==> config.mk <==
export PLATFORM = sky130hd
export DESIGN_NAME = baud_prescaler_divisor_search
export DESIGN_NICKNAME = d
export VERILOG_FILES = /design/src/sv/bpds_pkg.sv /design/src/sv/baud_prescaler_divisor_search.sv /design/src/sv/bpds_div.sv
export SDC_FILE = /design/constraint.sdc
export NUM_CORES = 1
export LEC_CHECK = 0
export BUFFER_PORTS_ARGS = -buffer_cell sky130_fd_sc_hd__buf_4
export CAP_MARGIN = 20
export CORE_MARGIN = 3
export CORE_UTILIZATION = 55
export CTS_BUF_LIST = sky130_fd_sc_hd__clkbuf_8
export DETAILED_ROUTE_END_ITERATION = 6
export GPL_TIMING_DRIVEN = 0
export PLACE_DENSITY = 0.71
export SLEW_MARGIN = 0
export SYNTH_ARGS = -nofsm -noshare
export SYNTH_HDL_FRONTEND = slang
export SYNTH_HIERARCHICAL = 1
export SYNTH_SLANG_ARGS = --single-unit
==> constraint.sdc <==
create_clock -name clk -period 7.67 [get_ports clk]
set_clock_uncertainty 0.15 [all_clocks]
set_input_delay 0.767 -clock clk [delete_from_list [all_inputs] [get_ports clk]]
set_output_delay 0.767 -clock clk [all_outputs]
set_load 0.01 [all_outputs]
==> src/sv/bpds_pkg.sv <==
// ----------------------------------------------------------------------------
// bpds_pkg
// Types, constants and helpers shared by the baud prescaler divisor search.
// ----------------------------------------------------------------------------
package bpds_pkg;

    localparam int DEFAULT_CLOCK_HZ = 48000000;

    localparam int RATE_W  = 24;
    localparam int ACH_W   = 22;
    localparam int CODE_W  = 8;
    localparam int DIV_W   = 9;
    localparam int PS_W    = 2;
    localparam int IDX_W   = 2;
    localparam int IN_W    = 24;
    localparam int OUT_W   = 40;

    // quotient probe bits: a set probe bit marks an out-of-range quotient
    localparam int DIV_PROBE = 10;
    localparam int ACH_PROBE = 22;
    localparam int QUO_W     = ACH_PROBE + 1;
    localparam int STEP_W    = 5;
    localparam logic [STEP_W-1:0] DIV_STEPS = STEP_W'(DIV_PROBE + 1);
    localparam logic [STEP_W-1:0] ACH_STEPS = STEP_W'(ACH_PROBE + 1);

    // widest aligned divisor: rate << (12 + DIV_PROBE)
    localparam int SH_W = RATE_W + 12 + DIV_PROBE;

    localparam logic [IDX_W-1:0] REG_RATE_MIN = 2'd0;
    localparam logic [IDX_W-1:0] REG_RATE_MAX = 2'd1;

    localparam logic [RATE_W-1:0] RATE_MIN_RST = 24'd50;
    localparam logic [RATE_W-1:0] RATE_MAX_RST = 24'd3000000;

    localparam logic [CODE_W-1:0] PS_FLAG  = 8'h80;
    localparam logic [DIV_W:0]    DIV_SPAN = 10'd256;

    typedef enum logic [2:0] {
        ST_IDLE,
        ST_LOAD,
        ST_DIV,
        ST_ACH_LOAD,
        ST_ACH,
        ST_DONE
    } state_t;

    typedef struct packed {
        logic              start;
        logic [STEP_W-1:0] steps;
    } div_req_t;

    // log2 of the prescaler factor 2^(12-3*ps)
    function automatic logic [3:0] ps_shift(input logic [PS_W-1:0] ps);
        logic [3:0] s;
        case (ps)
            2'd3:    s = 4'd3;
            2'd2:    s = 4'd6;
            2'd1:    s = 4'd9;
            default: s = 4'd12;
        endcase
        return s;
    endfunction

endpackage

==> src/sv/baud_prescaler_divisor_search.sv <==
// ----------------------------------------------------------------------------
// baud_prescaler_divisor_search
// Finds prescaler and divisor register bytes for a requested baud rate.
//
// s_axis carries one requested rate per transaction (tdata[23:0]). The block
// checks it against rate_minimum and rate_maximum, set through the cfg write
// port (index 0 minimum, index 1 maximum; other indexes are ignored), then
// tries prescalers 3 down to 0 and keeps the first rounded divisor in 2..256.
// m_axis returns one result per request: status, prescaler code, divisor
// code and achieved rate.
// One item at a time: a rejected rate goes to the output register without a
// division, each prescaler tried runs the shared bit-serial divider once, and
// the achieved rate takes one more run, at one quotient bit per cycle.
// s_axis_tready is high while no item is in work; a finished result waits in
// the output register while the next request is taken, and the search stalls
// only when a new result finds that register still held by the receiver.
// Reset clears the registers to minimum 50 and maximum 3000000 and empties
// the output register.
// ----------------------------------------------------------------------------
module baud_prescaler_divisor_search
    import bpds_pkg::*;
#(
    parameter int CLOCK_HZ = DEFAULT_CLOCK_HZ
)
(
    input  logic              clk,
    input  logic              rst_n,
    input  logic              s_axis_tvalid,
    output logic              s_axis_tready,
    input  logic [IN_W-1:0]   s_axis_tdata,   // requested_rate[23:0]
    output logic              m_axis_tvalid,
    input  logic              m_axis_tready,
    // status[0], prescaler_code[8:1], divisor_code[16:9], achieved_rate[38:17]
    output logic [OUT_W-1:0]  m_axis_tdata,
    input  logic              cfg_we,
    input  logic [IDX_W-1:0]  cfg_index,
    input  logic [RATE_W-1:0] cfg_data
);

    localparam int CLKW = $clog2(CLOCK_HZ + 1);
    localparam int NW   = ((CLKW > RATE_W + 11) ? CLKW : RATE_W + 11) + 1;
    localparam logic [NW-1:0] CLK_NUM = NW'(CLOCK_HZ);

    state_t              state_reg, state_next;
    logic [RATE_W-1:0]   min_reg;
    logic [RATE_W-1:0]   max_reg;
    logic [RATE_W-1:0]   rate_reg, rate_next;
    logic [PS_W-1:0]     ps_reg, ps_next;
    logic [DIV_W-1:0]    div_reg, div_next;
    logic [ACH_W-1:0]    ach_reg, ach_next;
    logic                fail_reg, fail_next;
    logic                ovalid_reg, ovalid_next;
    logic [OUT_W-1:0]    odata_reg, odata_next;

    div_req_t            req;
    logic [NW-1:0]       numer;
    logic [SH_W-1:0]     dsh;
    logic                done;
    logic [QUO_W-1:0]    quo;
    logic [3:0]          sft;
    logic                in_ok;
    logic                fit;
    logic [DIV_W:0]      dcode;

    bpds_div #(
        .NW (NW),
        .SW (SH_W)
    ) u_div (
        .clk   (clk),
        .rst_n (rst_n),
        .req   (req),
        .numer (numer),
        .dsh   (dsh),
        .done  (done),
        .quo   (quo)
    );

    always_ff @(posedge clk or negedge rst_n)
    begin
        if (!rst_n)
        begin
            min_reg <= RATE_MIN_RST;
            max_reg <= RATE_MAX_RST;
        end
        else if (cfg_we)
        begin
            case (cfg_index)
                REG_RATE_MIN: min_reg <= cfg_data;
                REG_RATE_MAX: max_reg <= cfg_data;
                default: ;
            endcase
        end
    end

    always_ff @(posedge clk or negedge rst_n)
    begin
        if (!rst_n)
        begin
            state_reg  <= ST_IDLE;
            ovalid_reg <= 1'b0;
        end
        else
        begin
            state_reg  <= state_next;
            ovalid_reg <= ovalid_next;
        end
    end

    always_ff @(posedge clk)
    begin
        rate_reg  <= rate_next;
        ps_reg    <= ps_next;
        div_reg   <= div_next;
        ach_reg   <= ach_next;
        fail_reg  <= fail_next;
        odata_reg <= odata_next;
    end

    assign sft   = ps_shift(ps_reg);
    assign in_ok = (s_axis_tdata >= min_reg) && (s_axis_tdata <= max_reg)
                   && (s_axis_tdata != '0);
    assign fit   = (quo[DIV_PROBE:0] >= (DIV_PROBE+1)'(2))
                   && (quo[DIV_PROBE:0] <= (DIV_PROBE+1)'(256));
    assign dcode = DIV_SPAN - (DIV_W+1)'(div_reg);

    always_comb
    begin
        state_next  = state_reg;
        rate_next   = rate_reg;
        ps_next     = ps_reg;
        div_next    = div_reg;
        ach_next    = ach_reg;
        fail_next   = fail_reg;
        ovalid_next = ovalid_reg;
        odata_next  = odata_reg;
        req.start   = 1'b0;
        req.steps   = DIV_STEPS;
        numer       = CLK_NUM + (NW'(rate_reg) << (sft - 4'd1));
        dsh         = SH_W'(rate_reg) << (5'(sft) + 5'(DIV_PROBE));
        s_axis_tready = 1'b0;

        if (ovalid_reg && m_axis_tready)
            ovalid_next = 1'b0;

        case (state_reg)
            ST_IDLE:
            begin
                s_axis_tready = 1'b1;
                if (s_axis_tvalid)
                begin
                    rate_next = s_axis_tdata;
                    ps_next   = 2'd3;
                    fail_next = !in_ok;
                    state_next = in_ok ? ST_LOAD : ST_DONE;
                end
            end
            ST_LOAD:
            begin
                req.start  = 1'b1;
                state_next = ST_DIV;
            end
            ST_DIV:
            begin
                if (done)
                begin
                    if (fit)
                    begin
                        div_next   = quo[DIV_W-1:0];
                        state_next = ST_ACH_LOAD;
                    end
                    else if (ps_reg == '0)
                    begin
                        fail_next  = 1'b1;
                        state_next = ST_DONE;
                    end
                    else
                    begin
                        ps_next    = ps_reg - PS_W'(1);
                        state_next = ST_LOAD;
                    end
                end
            end
            ST_ACH_LOAD:
            begin
                req.start  = 1'b1;
                req.steps  = ACH_STEPS;
                numer      = CLK_NUM;
                dsh        = SH_W'(div_reg) << (6'(sft) + 6'(ACH_PROBE));
                state_next = ST_ACH;
            end
            ST_ACH:
            begin
                if (done)
                begin
                    ach_next   = quo[ACH_PROBE] ? '1 : quo[ACH_W-1:0];
                    state_next = ST_DONE;
                end
            end
            ST_DONE:
            begin
                if (!ovalid_reg || m_axis_tready)
                begin
                    ovalid_next = 1'b1;
                    if (fail_reg)
                        odata_next = OUT_W'(1);
                    else
                        odata_next = {1'b0, ach_reg, dcode[CODE_W-1:0],
                                      PS_FLAG | CODE_W'(ps_reg), 1'b0};
                    state_next = ST_IDLE;
                end
            end
            default:
            begin
                state_next = ST_IDLE;
            end
        endcase
    end

    assign m_axis_tvalid = ovalid_reg;
    assign m_axis_tdata  = odata_reg;

endmodule

==> src/sv/bpds_div.sv <==
// ----------------------------------------------------------------------------
// bpds_div
// Restoring divider, one quotient bit per cycle against a pre-aligned divisor.
// ----------------------------------------------------------------------------
module bpds_div
    import bpds_pkg::*;
#(
    parameter int NW = 36,
    parameter int SW = SH_W
)
(
    input  logic             clk,
    input  logic             rst_n,
    input  div_req_t         req,
    input  logic [NW-1:0]    numer,
    input  logic [SW-1:0]    dsh,
    output logic             done,
    output logic [QUO_W-1:0] quo
);

    localparam int CW = (NW > SW) ? NW : SW;

    logic [NW-1:0]     rem_reg;
    logic [SW-1:0]     dsh_reg;
    logic [QUO_W-1:0]  quo_reg;
    logic [STEP_W-1:0] cnt_reg;
    logic              run_reg;
    logic              done_reg;
    logic [CW-1:0]     rem_ext;
    logic [CW-1:0]     dsh_ext;
    logic [CW-1:0]     diff;
    logic              ge;

    assign rem_ext = CW'(rem_reg);
    assign dsh_ext = CW'(dsh_reg);
    assign ge      = rem_ext >= dsh_ext;
    assign diff    = rem_ext - dsh_ext;

    always_ff @(posedge clk or negedge rst_n)
    begin
        if (!rst_n)
        begin
            run_reg  <= 1'b0;
            done_reg <= 1'b0;
            cnt_reg  <= '0;
        end
        else
        begin
            done_reg <= run_reg && (cnt_reg == STEP_W'(1));
            if (req.start)
            begin
                run_reg <= 1'b1;
                cnt_reg <= req.steps;
            end
            else if (run_reg)
            begin
                cnt_reg <= cnt_reg - STEP_W'(1);
                if (cnt_reg == STEP_W'(1))
                    run_reg <= 1'b0;
            end
        end
    end

    always_ff @(posedge clk)
    begin
        if (req.start)
        begin
            rem_reg <= numer;
            dsh_reg <= dsh;
            quo_reg <= '0;
        end
        else if (run_reg)
        begin
            if (ge)
                rem_reg <= diff[NW-1:0];
            dsh_reg <= dsh_reg >> 1;
            quo_reg <= {quo_reg[QUO_W-2:0], ge};
        end
    end

    assign done = done_reg;
    assign quo  = quo_reg;

endmodule

==> summary.txt <==
Outcome
  • Status: completed

Die
  • Initial Utilization: 56.0%
  • Core ar.: 0.0316 sq mm
  • FP Rows: 65
  • Die Area: 0.0344 sq mm
  • Die Wd: 185 microns
  • IO Count: 97
  • Die Ht: 185 microns

Clock tree
  • Clock buffer depth: 3
  • Root buf cell: clkbuf_8
  • Clk_lat worst skew: 0.59 ns
  • Post-CTS Setup Bufs: 0
  • Clock transition at path regs: 0.06 ns
  • CTS Buf Count: 45
  • Hold-fix buffers, CTS: 0
  • Sink Count: 256
  • CTS tree: built
  • Post-CTS resize count: 0
  • H-tree depth: 2

Synth
  • Synth area leader: edfxtp_1
  • Synth area leaders: edfxtp_1 30%, mux2i_1 8.6%, ha_1 6.6%
  • Ys Warns: 6
  • Main synth FF type: edfxtp_1
  • Cells after Synth: 1,865
  • Post-synth cell types: 95
  • Syn avg cell area: 9.50 sq um
  • Sequential share of the synthesized area: 40.5%
  • Post-synth EDFFs: 174
  • Yosys top cell area share: 29.5%
  • Synth Cell Area: 0.0177 sq mm
  • Synthesis-stage register bit count: 256
  • FFs w/ async S/R, synth: 23.0%

Setup path
  • Data arrival, critical path: 5.36 ns
  • Worst path cell trace: inv_1 -> ha_1 -> buf_6 -> buf_8 -> mux2_1 -> mux2i_1 -> a2111oi_0 -> or4b_4 -> a311oi_2 -> o21ai_2 -> a21oi_2 -> nor2_1 -> nor3b_1 -> o21ai_0 -> a311oi_1
  • Critical path buffers and inverters: 3
  • Reg2reg path depth: 15
  • CP endpoint kind: register
  • RR Startpoint: ps_reg[0]$_SDFFCE_PN1P_
  • Max stage delay on crit path: 0.62 ns
  • Crit path max fanout: 10
  • Req. time, crit path: 7.91 ns
  • Type of origin of the critical path: register
  • Setup crit end: u_div/rem_reg[29]$_DFFE_PP_
  • Critical path's top delay family: compound AO/OA/AOI/OAI gates
  • FF-to-FF End: u_div/rem_reg[29]$_DFFE_PP_
  • Reg2Reg Setup Slack: 2.55 ns
  • CP Launch Point: ps_reg[0]$_SDFFCE_PN1P_
  • CP max stage cell: or4b_4
  • Levels on crit path: 15
  • Setup CP Type: reg -> reg

Finish
  • Commonest cells after routing, fill and taps aside: 226 x nand2_1, 174 x edfxtp_1, 153 x mux2i_1
  • Area growth, synth to finish: 12.6%
  • Layout cell share with drive strength beyond 1: 15.7%
  • Non-filler cells, final: 2,452
  • Ant diodes: 0
  • Nets: 2,164
  • Commonest non-fill, non-tap cell in the layout: nand2_1
  • # fillers: 2,641
  • Largest register FFs: 46

Place
  • Post-DP HPWL: 40,200 microns
  • I/O Buffers: 90
  • Placed Cells: 2,368
  • Gpl congestion: 1.01

Pwr
  • Comb pwr share: 54.6%
  • Net Switching: 3.40 mW
  • Maximum VDD drop: 171 uV
  • PD cells: 388 mW/mm^2
  • Reg power frac: 28.8%
  • Static leakage: 8.44 nW
  • Int Pwr: 4.33 mW
  • Sw frac: 43.9%
  • Final Total Pwr: 7.73 mW
  • Clock share of power: 16.6%

Drt
  • Iter 0 DRT Violations: 1,431
  • Pre-antenna DRT Iters: 6
  • Post-DR wirelength/cell: 21.0 microns
  • ANT nets after route: 0
  • # DRC: 0
  • Final WL: 51,500 microns
  • Via count: 15.0k
  • Vias/cell: 6.13

Worst hold path
  • Hold Path Class: in -> async

GRT
  • Tot GR Track Use: 29.9%
  • Number of global-route vias before repair: 14.4k
  • Initial antenna violation count: 0
  • Grt ovf: 0
  • Largest net degree at the start of global routing: 60
  • First-pass GRT wire length: 80,400 microns

Timing
  • F_max: 0.195 GHz
  • Slew margin rel.: 36.1%
  • Final Critical Period: 5.12 ns
  • Tcrit/Tclk final: 66.7%
  • Setup TNS Final: 0 ns
  • Setup violations, final: 0
  • Max-slew violations: 0
  • Hold Fails Final Rpt: 0
  • Least-Margin Pin Slew: 0.956 ns
  • RSZ-0062 raised after global routing: no

Run
  • Max_cap viols: 0
through the flow:
stage	setup WS, ns	utilization (%)	hold WS, ns	cell area [sq um]
after global routing	2.32	63.0	0.116	19900
after detailed placement	2.73	60.1	0.343	19000
after floorplan	3.48	-	0.316	17700
after CTS	2.68	63.0	0.0993	19900
final	2.55	63.0	0.0765	19900
after global placement	2.25	59.8	0.340	18900
Yosys cell counts (15+ instances only):
master    instances
nor4_1           18
a21oi_1          92
edfxtp_1        174
nor2b_1          39
mux2i_1         153
nand3_1          30
o22ai_1          16
or2_2            29
xor2_1           23
nor2_1          114
o21ai_0         149
nand4_1          20
a31oi_1          15
mux2_2           55
a21o_1           23
xnor2_1          24
inv_1           120
ha_1             94
nand2_1         227
dfrtp_1          46
buf_1            16
nor3_1           33
clkbuf_1         79
dfxtp_1          23
a211oi_1         17
power groups by stage:
stage	sequential, mW	clock [mW]	combinational (mW)
2_1_floorplan	2.22	0	2.97
3_3_place_gp	2.25	0	4.00
3_5_place_dp	2.25	0	4.10
4_1_cts	2.23	1.31	4.13
5_1_grt	2.26	1.37	4.63
6_report	2.23	1.28	4.22
cell families (layout without fill, tap and decap cells):
logic type	after synthesis	in the layout	share of synthesized area, %
xor gates and xnor gates	47	47	2.32
buffers and inverters	238	416	5.50
AOI/OAI and AO/OA	424	424	15.1
adders and majority gates	95	95	6.75
and+or+nand+nor	578	578	15.6
other	2	9	0.0424
muxes	225	225	14.1
DFF	256	256	40.5
per-layer routing:
metal,up-vias,global-route usage [%],wire (microns)
li1,7084,-,-
met1,7233,40.6,22000
met2,605,47.7,23800
met3,110,5.68,3960
met4,0,11.3,1800
met5,-,0,0
how the worst min path moves through the flow:
stage / from / to / depth (start not counted) / slack, ns
after floorplan: rst_n / m_axis_tvalid$_DFF_PN0_ / 0 / 0.32
after global placement: max_reg[23]$_DFFE_PN0P_ / max_reg[23]$_DFFE_PN0P_ / 1 / 0.34
after detailed placement: max_reg[17]$_DFFE_PN0P_ / max_reg[17]$_DFFE_PN0P_ / 1 / 0.34
after CTS: rst_n / u_div/cnt_reg[0]$_DFFE_PN0P_ / 1 / 0.1
after global routing: rst_n / u_div/cnt_reg[0]$_DFFE_PN0P_ / 1 / 0.12
final: rst_n / u_div/cnt_reg[0]$_DFFE_PN0P_ / 1 / 0.08
final cells by class:
class,count,area [sq um],share of cell area [%]
Inverter,120,450,2.26
Sequential cell,256,7180,36.0
Timing Repair Buffer,95,752,3.77
Clock inverter,31,206,1.04
Buffer,118,523,2.62
Multi-Input combinational cell,1378,9620,48.2
Clock buffer,52,716,3.59
Tap cell,402,503,2.52
No activity file was read; power rests on OpenSTA's default activity.
